<file path="src/rtp_receiver_statistics_top_macros.svh">
// Assertion macros shared by the RTP receiver statistics block.
`ifndef RTP_RECEIVER_STATISTICS_TOP_MACROS_SVH
`define RTP_RECEIVER_STATISTICS_TOP_MACROS_SVH

// Same-cycle implication, sampled on i_clk, off while i_rst_n is low.
`define RTPSTAT_ASSERT_IMP(label, ante, cons) \
    label: assert property (@(posedge i_clk) disable iff (!i_rst_n) (ante) |-> (cons)) \
        else $error("rtpstat: same-cycle check failed");

// Next-cycle implication, sampled on i_clk, off while i_rst_n is low.
`define RTPSTAT_ASSERT_NXT(label, ante, cons) \
    label: assert property (@(posedge i_clk) disable iff (!i_rst_n) (ante) |=> (cons)) \
        else $error("rtpstat: next-cycle check failed");

`endif

</file>
<file path="src/rtpstat_pkg.sv">
// Shared widths, constants and inter-module structs of the RTP receiver statistics block.
package rtpstat_pkg;

    localparam int SEQ_W     = 16;
    localparam int CNT_W     = 32;
    localparam int TS_W      = 32;
    localparam int TPM_W     = 10;
    localparam int FRAC_W    = 8;
    localparam int JMS_W     = 24;
    localparam int EXP_W     = CNT_W + 2;
    localparam int DIV_NUM_W = CNT_W + FRAC_W;
    localparam int DIV_DEN_W = CNT_W + 1;

    localparam logic [SEQ_W-1:0] SEQ_HALF  = 16'h8000;
    localparam logic [TPM_W-1:0] TPM_RESET = 10'd90;
    localparam logic [CNT_W-1:0] CNT_MAX   = '1;
    localparam logic [CNT_W-1:0] CUM_MAX   = 32'h7FFF_FFFF;
    localparam logic [CNT_W-1:0] CUM_MIN   = 32'h8000_0000;
    localparam logic [JMS_W-1:0] JMS_MAX   = '1;

    // Sequence tracker commands
    typedef struct packed {
        logic             upd;
        logic             clr;
        logic [SEQ_W-1:0] seq;
    } t_trk_ctl;

    // Sequence tracker state view
    typedef struct packed {
        logic [SEQ_W-1:0] first_seq;
        logic [SEQ_W-1:0] highest_seq;
        logic [SEQ_W-1:0] wrap_cycles;
        logic [SEQ_W-1:0] interval_first_seq;
        logic [SEQ_W-1:0] interval_wraps;
        logic [CNT_W-1:0] total_packets;
        logic [CNT_W-1:0] interval_packets;
    } t_trk_stat;

    // Divider request and response
    typedef struct packed {
        logic                 start;
        logic [DIV_NUM_W-1:0] num;
        logic [DIV_DEN_W-1:0] den;
    } t_div_req;

    typedef struct packed {
        logic                 busy;
        logic                 done;
        logic [DIV_NUM_W-1:0] quot;
    } t_div_rsp;

endpackage

</file>
<file path="src/rtpstat_trk.sv">
// Sequence number bookkeeping: first/highest sequence, wraps and packet counters.
module rtpstat_trk (
    input  logic                   i_clk,
    input  logic                   i_rst_n,
    input  rtpstat_pkg::t_trk_ctl  i_ctl,
    output rtpstat_pkg::t_trk_stat o_stat
);
    import rtpstat_pkg::*;

    logic [SEQ_W-1:0] r_first_seq;
    logic [SEQ_W-1:0] r_highest_seq;
    logic [SEQ_W-1:0] r_wrap_cycles;
    logic [SEQ_W-1:0] r_int_first_seq;
    logic [SEQ_W-1:0] r_int_wraps;
    logic [CNT_W-1:0] r_total;
    logic [CNT_W-1:0] r_int_pkts;

    logic [SEQ_W-1:0] seq_base;
    logic [SEQ_W-1:0] seq_dist;
    logic             seq_newer;
    logic             seq_wrap;

    // Compare against the highest sequence, or against itself on the first word
    always_comb begin
        seq_base  = (r_total == '0) ? i_ctl.seq : r_highest_seq;
        seq_dist  = i_ctl.seq - seq_base;
        seq_newer = (seq_dist != '0) &&
                    ((seq_dist < SEQ_HALF) ||
                     ((seq_dist == SEQ_HALF) && (i_ctl.seq > seq_base)));
        seq_wrap  = seq_newer && (i_ctl.seq < seq_base);
    end

    // Advance on a packet, drop the interval on a report
    always_ff @(posedge i_clk) begin
        if (!i_rst_n) begin
            r_first_seq     <= '0;
            r_highest_seq   <= '0;
            r_wrap_cycles   <= '0;
            r_int_first_seq <= '0;
            r_int_wraps     <= '0;
            r_total         <= '0;
            r_int_pkts      <= '0;
        end else if (i_ctl.upd) begin
            if (r_total == '0) begin
                r_first_seq <= i_ctl.seq;
            end
            if (r_int_pkts == '0) begin
                r_int_first_seq <= i_ctl.seq;
            end
            r_highest_seq <= seq_newer ? i_ctl.seq : seq_base;
            if (seq_wrap) begin
                r_wrap_cycles <= r_wrap_cycles + SEQ_W'(1);
                r_int_wraps   <= r_int_wraps + SEQ_W'(1);
            end
            if (r_total != CNT_MAX) begin
                r_total <= r_total + CNT_W'(1);
            end
            if (r_int_pkts != CNT_MAX) begin
                r_int_pkts <= r_int_pkts + CNT_W'(1);
            end
        end else if (i_ctl.clr) begin
            r_int_first_seq <= '0;
            r_int_pkts      <= '0;
            r_int_wraps     <= '0;
        end
    end

    assign o_stat.first_seq          = r_first_seq;
    assign o_stat.highest_seq        = r_highest_seq;
    assign o_stat.wrap_cycles        = r_wrap_cycles;
    assign o_stat.interval_first_seq = r_int_first_seq;
    assign o_stat.interval_wraps     = r_int_wraps;
    assign o_stat.total_packets      = r_total;
    assign o_stat.interval_packets   = r_int_pkts;

endmodule

</file>
<file path="src/rtpstat_div.sv">
// Shared restoring divider, one quotient bit per cycle.
module rtpstat_div (
    input  logic                  i_clk,
    input  logic                  i_rst_n,
    input  rtpstat_pkg::t_div_req i_req,
    output rtpstat_pkg::t_div_rsp o_rsp
);
    import rtpstat_pkg::*;

    localparam int CNT_BITS = $clog2(DIV_NUM_W);
    localparam logic [CNT_BITS-1:0] LAST_STEP = CNT_BITS'(DIV_NUM_W - 1);

    logic                 r_busy;
    logic                 r_done;
    logic [CNT_BITS-1:0]  r_cnt;
    logic [DIV_NUM_W-1:0] r_num;
    logic [DIV_DEN_W-1:0] r_den;
    logic [DIV_DEN_W-1:0] r_rem;

    logic [DIV_DEN_W:0]   trial;
    logic [DIV_DEN_W:0]   trial_sub;
    logic                 fits;
    logic [DIV_DEN_W-1:0] n_rem;

    // Shift in the next dividend bit and try the subtract
    always_comb begin
        trial     = {r_rem, r_num[DIV_NUM_W-1]};
        trial_sub = trial - {1'b0, r_den};
        fits      = !trial_sub[DIV_DEN_W];
        n_rem     = fits ? trial_sub[DIV_DEN_W-1:0] : trial[DIV_DEN_W-1:0];
    end

    // Step count and done pulse
    always_ff @(posedge i_clk) begin
        if (!i_rst_n) begin
            r_busy <= 1'b0;
            r_done <= 1'b0;
            r_cnt  <= '0;
        end else begin
            r_done <= 1'b0;
            if (i_req.start) begin
                r_busy <= 1'b1;
                r_cnt  <= '0;
            end else if (r_busy) begin
                r_cnt <= r_cnt + CNT_BITS'(1);
                if (r_cnt == LAST_STEP) begin
                    r_busy <= 1'b0;
                    r_done <= 1'b1;
                end
            end
        end
    end

    // Remainder and quotient shift register
    always_ff @(posedge i_clk) begin
        if (i_req.start) begin
            r_num <= i_req.num;
            r_den <= i_req.den;
            r_rem <= '0;
        end else if (r_busy) begin
            r_num <= {r_num[DIV_NUM_W-2:0], fits};
            r_rem <= n_rem;
        end
    end

    assign o_rsp.busy = r_busy;
    assign o_rsp.done = r_done;
    assign o_rsp.quot = r_num;

endmodule

</file>
<file path="src/rtp_receiver_statistics_top.sv">
// Top level of the RTP receiver statistics block: sequencer, jitter datapath and result word.
//
//  channel  | direction | handshake              | payload
//  ---------+-----------+------------------------+-------------------------------------------
//  input    | in        | i_valid / o_stall      | i_mode, i_seq, i_rtp_timestamp, i_arrival_time
//  result   | out       | o_valid / i_stall      | o_loss_fraction, o_loss_total,
//           |           |                        | o_extended_highest_seq, o_jitter_ms
//  config   | in        | i_cfg_valid / o_cfg_ready | i_cfg_ticks_per_ms
//
// A packet word steps through S_PKT_D, S_PKT_MAG, S_PKT_SUB and S_PKT_ACC, unless it is
// the first packet of the stream. A report word runs the 40-step divider once for fraction
// lost and once for jitter in milliseconds; the first run is skipped when the interval shows no loss.
// Synchronous active-low reset clears all counters, jitter and the result valid flag.
// A result held by i_stall does not block the next input word; a report that
// finishes while the result register is still full waits for it to drain.
`include "rtp_receiver_statistics_top_macros.svh"

module rtp_receiver_statistics_top #(
    parameter int JITTER_FRAC_BITS = 8
) (
    input  logic                                 i_clk,
    input  logic                                 i_rst_n,
    input  logic                                 i_valid,
    output logic                                 o_stall,
    input  logic                                 i_mode,
    input  logic [rtpstat_pkg::SEQ_W-1:0]        i_seq,
    input  logic [rtpstat_pkg::TS_W-1:0]         i_rtp_timestamp,
    input  logic [rtpstat_pkg::TS_W-1:0]         i_arrival_time,
    output logic                                 o_valid,
    input  logic                                 i_stall,
    output logic [rtpstat_pkg::FRAC_W-1:0]       o_loss_fraction,
    output logic signed [rtpstat_pkg::CNT_W-1:0] o_loss_total,
    output logic [rtpstat_pkg::CNT_W-1:0]        o_extended_highest_seq,
    output logic [rtpstat_pkg::JMS_W-1:0]        o_jitter_ms,
    input  logic                                 i_cfg_valid,
    output logic                                 o_cfg_ready,
    input  logic [rtpstat_pkg::TPM_W-1:0]        i_cfg_ticks_per_ms
);
    import rtpstat_pkg::*;

    localparam int JW = TS_W + JITTER_FRAC_BITS;
    localparam int DW = JW + 1;

    typedef enum logic [3:0] {
        S_IDLE,
        S_PKT_D,
        S_PKT_MAG,
        S_PKT_SUB,
        S_PKT_ACC,
        S_RPT_EXP,
        S_RPT_LOST,
        S_FRAC_GO,
        S_FRAC_WAIT,
        S_JIT_GO,
        S_JIT_WAIT,
        S_RPT_DONE
    } t_state;

    t_state r_state;
    t_state n_state;

    logic [TPM_W-1:0]  r_tpm;
    logic [TS_W-1:0]   r_last_ts;
    logic [TS_W-1:0]   r_last_arr;
    logic [TS_W-1:0]   r_da;
    logic [TS_W-1:0]   r_dt;
    logic [TS_W-1:0]   r_d;
    logic [TS_W-1:0]   r_mag;
    logic [DW-1:0]     r_diff;
    logic [JW-1:0]     r_jitter;
    logic [EXP_W-1:0]  r_exp_i;
    logic [EXP_W-1:0]  r_exp_t;
    logic [CNT_W-1:0]  r_lost;
    logic [CNT_W-1:0]  r_cum;
    logic [FRAC_W-1:0] r_frac;
    logic [JMS_W-1:0]  r_jms;

    logic              r_out_valid;
    logic [FRAC_W-1:0] r_out_frac;
    logic [CNT_W-1:0]  r_out_cum;
    logic [CNT_W-1:0]  r_out_ext;
    logic [JMS_W-1:0]  r_out_jms;

    t_trk_ctl  trk_ctl;
    t_trk_stat trk_stat;
    t_div_req  div_req;
    t_div_rsp  div_rsp;

    logic             in_accept;
    logic             out_free;
    logic             frac_go;
    logic [TPM_W-1:0] tpm_eff;
    logic [DW-1:0]    jit_sum;
    logic [EXP_W:0]   lost_i;
    logic [EXP_W:0]   lost_t;
    logic [EXP_W-CNT_W+1:0] cum_top;
    logic [CNT_W-1:0] cum_sat;

    rtpstat_trk u_trk (
        .i_clk   (i_clk),
        .i_rst_n (i_rst_n),
        .i_ctl   (trk_ctl),
        .o_stat  (trk_stat)
    );

    rtpstat_div u_div (
        .i_clk   (i_clk),
        .i_rst_n (i_rst_n),
        .i_req   (div_req),
        .o_rsp   (div_rsp)
    );

    // Handshakes
    assign in_accept   = i_valid && (r_state == S_IDLE);
    assign o_stall     = (r_state != S_IDLE);
    assign out_free    = !r_out_valid || !i_stall;
    assign o_cfg_ready = 1'b1;

    // Tracker commands: update on a packet word, clear the interval when a report lands
    assign trk_ctl.upd = in_accept && !i_mode;
    assign trk_ctl.clr = (r_state == S_RPT_DONE) && out_free;
    assign trk_ctl.seq = i_seq;

    // Report arithmetic
    always_comb begin
        tpm_eff = (r_tpm == '0) ? TPM_W'(1) : r_tpm;
        jit_sum = {1'b0, r_jitter} + {{4{r_diff[DW-1]}}, r_diff[DW-1:4]};
        lost_i  = {r_exp_i[EXP_W-1], r_exp_i} - (EXP_W+1)'(trk_stat.interval_packets);
        lost_t  = {r_exp_t[EXP_W-1], r_exp_t} - (EXP_W+1)'(trk_stat.total_packets);
        frac_go = (trk_stat.interval_packets != '0) && !r_exp_i[EXP_W-1] &&
                  (r_exp_i != '0) && !lost_i[EXP_W] && (lost_i != '0);
        cum_top = lost_t[EXP_W:CNT_W-1];
        if (trk_stat.total_packets == '0) begin
            cum_sat = '0;
        end else if ((&cum_top) || !(|cum_top)) begin
            cum_sat = lost_t[CNT_W-1:0];
        end else begin
            cum_sat = lost_t[EXP_W] ? CUM_MIN : CUM_MAX;
        end
    end

    // Divider operands: fraction lost, then jitter in milliseconds
    always_comb begin
        div_req.start = (r_state == S_FRAC_GO) || (r_state == S_JIT_GO);
        if (r_state == S_FRAC_GO) begin
            div_req.num = {r_lost, {FRAC_W{1'b0}}};
            div_req.den = r_exp_i[DIV_DEN_W-1:0];
        end else begin
            div_req.num = DIV_NUM_W'(r_jitter[JW-1:JITTER_FRAC_BITS]);
            div_req.den = DIV_DEN_W'(tpm_eff);
        end
    end

    // Sequencer next state
    always_comb begin
        n_state = r_state;
        case (r_state)
            S_IDLE: begin
                if (in_accept) begin
                    if (i_mode) begin
                        n_state = S_RPT_EXP;
                    end else if (trk_stat.total_packets != '0) begin
                        n_state = S_PKT_D;
                    end
                end
            end
            S_PKT_D:     n_state = S_PKT_MAG;
            S_PKT_MAG:   n_state = S_PKT_SUB;
            S_PKT_SUB:   n_state = S_PKT_ACC;
            S_PKT_ACC:   n_state = S_IDLE;
            S_RPT_EXP:   n_state = S_RPT_LOST;
            S_RPT_LOST:  n_state = frac_go ? S_FRAC_GO : S_JIT_GO;
            S_FRAC_GO:   n_state = S_FRAC_WAIT;
            S_FRAC_WAIT: begin
                if (div_rsp.done) begin
                    n_state = S_JIT_GO;
                end
            end
            S_JIT_GO:    n_state = S_JIT_WAIT;
            S_JIT_WAIT: begin
                if (div_rsp.done) begin
                    n_state = S_RPT_DONE;
                end
            end
            S_RPT_DONE: begin
                if (out_free) begin
                    n_state = S_IDLE;
                end
            end
            default:     n_state = S_IDLE;
        endcase
    end

    // State and result word
    always_ff @(posedge i_clk) begin
        if (!i_rst_n) begin
            r_state     <= S_IDLE;
            r_out_valid <= 1'b0;
        end else begin
            r_state <= n_state;
            if ((r_state == S_RPT_DONE) && out_free) begin
                r_out_valid <= 1'b1;
                r_out_frac  <= r_frac;
                r_out_cum   <= r_cum;
                r_out_ext   <= {trk_stat.wrap_cycles, trk_stat.highest_seq};
                r_out_jms   <= r_jms;
            end else if (r_out_valid && !i_stall) begin
                r_out_valid <= 1'b0;
            end
        end
    end

    // Stream state: ticks per ms, last timestamps, jitter estimate
    always_ff @(posedge i_clk) begin
        if (!i_rst_n) begin
            r_tpm      <= TPM_RESET;
            r_last_ts  <= '0;
            r_last_arr <= '0;
            r_jitter   <= '0;
        end else begin
            if (i_cfg_valid) begin
                r_tpm <= i_cfg_ticks_per_ms;
            end
            if (trk_ctl.upd) begin
                r_last_ts  <= i_rtp_timestamp;
                r_last_arr <= i_arrival_time;
            end
            if (r_state == S_PKT_ACC) begin
                r_jitter <= jit_sum[JW-1:0];
            end
        end
    end

    // Working registers of the packet and report steps
    always_ff @(posedge i_clk) begin
        if (in_accept) begin
            r_da <= i_arrival_time - r_last_arr;
            r_dt <= i_rtp_timestamp - r_last_ts;
        end
        case (r_state)
            S_PKT_D:   r_d    <= r_da - r_dt;
            S_PKT_MAG: r_mag  <= r_d[TS_W-1] ? (TS_W'(0) - r_d) : r_d;
            S_PKT_SUB: r_diff <= {1'b0, r_mag, {JITTER_FRAC_BITS{1'b0}}} - {1'b0, r_jitter};
            S_RPT_EXP: begin
                r_exp_i <= EXP_W'({trk_stat.interval_wraps, trk_stat.highest_seq})
                         - EXP_W'(trk_stat.interval_first_seq) + EXP_W'(1);
                r_exp_t <= EXP_W'({trk_stat.wrap_cycles, trk_stat.highest_seq})
                         - EXP_W'(trk_stat.first_seq) + EXP_W'(1);
            end
            S_RPT_LOST: begin
                r_lost <= lost_i[CNT_W-1:0];
                r_cum  <= cum_sat;
                r_frac <= '0;
            end
            S_FRAC_WAIT: begin
                if (div_rsp.done) begin
                    r_frac <= div_rsp.quot[FRAC_W-1:0];
                end
            end
            S_JIT_WAIT: begin
                if (div_rsp.done) begin
                    r_jms <= (div_rsp.quot[DIV_NUM_W-1:JMS_W] != '0) ? JMS_MAX
                                                                     : div_rsp.quot[JMS_W-1:0];
                end
            end
            default: begin
            end
        endcase
    end

    assign o_valid                = r_out_valid;
    assign o_loss_fraction        = r_out_frac;
    assign o_loss_total           = r_out_cum;
    assign o_extended_highest_seq = r_out_ext;
    assign o_jitter_ms            = r_out_jms;

    // Checks
    `RTPSTAT_ASSERT_IMP(a_stall_while_dividing, div_rsp.busy, o_stall)
    `RTPSTAT_ASSERT_IMP(a_div_done_in_wait, div_rsp.done, (r_state == S_FRAC_WAIT) || (r_state == S_JIT_WAIT))
    `RTPSTAT_ASSERT_IMP(a_jitter_below_bound, r_state == S_PKT_ACC, !jit_sum[JW-1] && !r_jitter[JW-1])
    `RTPSTAT_ASSERT_NXT(a_interval_cleared, trk_ctl.clr, (trk_stat.interval_packets == '0) && r_out_valid)

endmodule

</file>
<file path="config.mk">
export PLATFORM = sky130hd
export DESIGN_NAME = rtp_receiver_statistics_top
export DESIGN_NICKNAME = d
export VERILOG_FILES = /design/src/rtpstat_pkg.sv /design/src/rtpstat_trk.sv /design/src/rtpstat_div.sv /design/src/rtp_receiver_statistics_top.sv
export VERILOG_INCLUDE_DIRS = /design/src /design/src/src
export SDC_FILE = /design/constraint.sdc
export NUM_CORES = 2
export LEC_CHECK = 0
export BUFFER_PORTS_ARGS = -buffer_cell sky130_fd_sc_hd__buf_4
export CORE_ASPECT_RATIO = 0.6
export CORE_MARGIN = 3
export CORE_UTILIZATION = 45
export DETAILED_ROUTE_END_ITERATION = 16
export GPL_ROUTABILITY_DRIVEN = 0
export HOLD_SLACK_MARGIN = 0.08
export SLEW_MARGIN = 20
export SYNTH_ARGS = -nofsm -noshare
export SYNTH_HDL_FRONTEND = slang
export SYNTH_HIERARCHICAL = 1
export SYNTH_SLANG_ARGS = --single-unit
</file>
<file path="constraint.sdc">
create_clock -name i_clk -period 6.5 [get_ports i_clk]
set_input_delay 1.3 -clock i_clk [delete_from_list [all_inputs] [get_ports i_clk]]
set_output_delay 1.3 -clock i_clk [all_outputs]
set_load 0.01 [all_outputs]
</file>
==> metrics.txt <==
fill cell count=9937; Register Area=21000 µm²; CP max FO=19; yosys warns=6; Die Ht=262 µm; crit path launch type=register; Core Rows=93; fin area=54900 µm²; Setup WS pre-CTS=1.49 ns; DR pass1 iterations=8; drt total wl=131000 µm; vias in the first global route=34300; largest net degree at the start of global routing=115; area growth from synthesis to layout=11.3%; die area=114000 µm²; RSZ-0062 raised after global routing=no; Final Hold Viols=0; Mapped Nets=5627; Num CTS Buffers=82; total leakage power=0.0208 µW; area post-placement=52100 µm²; CTS tree=yes; non-filler cells, final=6824; cts hold-fix bufs=0; largest buffer count on any clock path=3; maximum vdd drop=234 µV; first-pass GRT wire length=203000 µm; hold_ws=0.418 ns; crit path kind=register to register; port buffer count=193; CP Capture Type=register; post-layout worst setup margin=1.35 ns; clk sinks=802; Final nets=5761; Via Count=38500; layout cell share with drive strength beyond 1=9.36%; Clk pin slew, worst setup/hold paths=0.06 ns; area of the multi-input gates=26200 µm²; GR Overflow Total=0; core footprint=108000 µm²; drt initial violations=3731; min Tclk post-route=5.15 ns; Placed Cells=6669; Max Clk Rate=194 MHz; Power Dens Cells=388 nW/µm²; DRC errors left=0; initial core utilization=45.7%; H-tree depth=3; ANT nets after route=0; MaxCap Viol Count=0; worst-margin pin slew=1.04 ns; Mean Syn Cell Area=9.49 µm²; status=finished clean; # setup viols final=0; Post-CTS Setup Inserts=0; setup tns final=0 ns; Vias/cell=5.64; clock skew=0.0364 ns; cts repair resizes=0; Slew Limit Fails=0; Root Driver=clkbuf_16; cell count after synthesis=5196; clock latency on the worst-skew pair=0.68 ns; CP Data Required Time=7.09 ns; crit share post-route=79.3%; dpl hpwl=98800 µm; crit path DAT=5.74 ns; antenna violations before repair=4; WL/cell=19.3 µm; synthesized area=49300 µm²; gr usage total=22.5%; Die W=433 µm; Rel. slew slack=30.4%; IO Pins=195; Hold Crit Class=register to register
[layout by cell type, fill, tap and decap left out, types with 50 or more instances in the layout]
| master | n |
|---|---|
| o21ai_0 | 206 |
| clkbuf_16 | 85 |
| nor3_1 | 93 |
| a21o_1 | 155 |
| and3_1 | 58 |
| nand4_1 | 81 |
| or3_1 | 54 |
| nand2_1 | 535 |
| a21oi_1 | 303 |
| edfxtp_1 | 498 |
| ha_1 | 326 |
| a21boi_0 | 80 |
| dfxtp_1 | 303 |
| inv_1 | 367 |
| a211oi_1 | 58 |
| buf_4 | 221 |
| nand3_1 | 110 |
| mux2_2 | 50 |
| o21a_1 | 57 |
| xor2_1 | 134 |
| nand2b_1 | 71 |
| mux2i_1 | 82 |
| nor2_1 | 350 |
| nor2b_1 | 59 |
| xnor2_1 | 262 |
| a31oi_1 | 53 |
| o211ai_1 | 58 |
| and2_1 | 93 |
| nor4_1 | 60 |
[per-layer routing]
| metal | global-route usage (%) | up-vias | part of all wire [%] | wire length [µm] |
|---|---|---|---|---|
| met4 | 3.56 | 0 | 1.4 | 1880 |
| met2 | 26.8 | 1296 | 35 | 46000 |
| met5 | 0 | - | 0 | 0 |
| met3 | 6.24 | 119 | 9.4 | 12300 |
| li1 | - | 19100 | - | - |
| met1 | 38.7 | 18000 | 54 | 71300 |
[power breakdown]
part / switching [µW] / leakage (µW) / total (µW) / internal, µW
registers: 563 / 0.00698 / 7190 / 6620
clock network: 2070 / 0.00131 / 4800 / 2730
logic: 5550 / 0.0125 / 9300 / 3740
total: 8190 / 0.0208 / 21300 / 13100
[area by class of cell]
class                   count  share of cell area, %
well taps                1425                   3.25
flip-flops and latches    802                   38.4
diodes                      2                0.00912
multi-input cells        3846                   47.8
inverters                 373                   2.55
repair buffers            225                   3.17
clock inverters            34                  0.586
clock buffers             117                   4.30
[state kept, by name, indices dropped and copies added (netlist names), 33 cells and up]
register	flops
r_jitter	40
u_div/r_num	40
r_diff	37
r_exp_i	34
r_exp_t	34
u_div/r_den	33
u_div/r_rem	33
[worst max-delay path: stages, from the launching register on]
cell and delay [ns]:
dfxtp_1 0.38, inv_1 0.09, ha_1 0.13, nor4b_1 0.24, nand4_1 0.22, nor2_2 0.15, buf_4 0.35, mux2i_1 0.30
ha_1 0.30, a21oi_2 0.23, or2_1 0.26, a21o_1 0.16, a31oi_1 0.14, nor3b_1 0.42, nand3_2 0.21, a211oi_2 0.88
buf_4 0.32, a21oi_1 0.08, a31oi_1 0.14
[path summary, 6_finish.rpt]
check                                startpoint                                  to  slack, ns  cells after the start
setup / recovery  u_trk/r_total[0]$_SDFFE_PN0P_  u_trk/r_int_wraps[11]$_SDFFE_PN0P_       1.35                     18
hold / removal           r_jms[9]$_SDFFCE_PP1P_            o_jitter_ms[9]$_DFFE_PP_       0.42                      0
setup reg to reg  u_trk/r_total[0]$_SDFFE_PN0P_  u_trk/r_int_wraps[11]$_SDFFE_PN0P_       1.35                     18
hold reg to reg          r_jms[9]$_SDFFCE_PP1P_            o_jitter_ms[9]$_DFFE_PP_       0.42                      0
[per-stage QoR]
stage | total power, µW | utilization, %
2_1_floorplan | 14200 | -
3_3_place_gp | 16300 | 48.2
3_5_place_dp | 16400 | 48.2
4_1_cts | 21300 | 50.7
5_1_grt | 22700 | 50.8
6_report | 21300 | 50.8
Power figures use the tool's default switching activity.
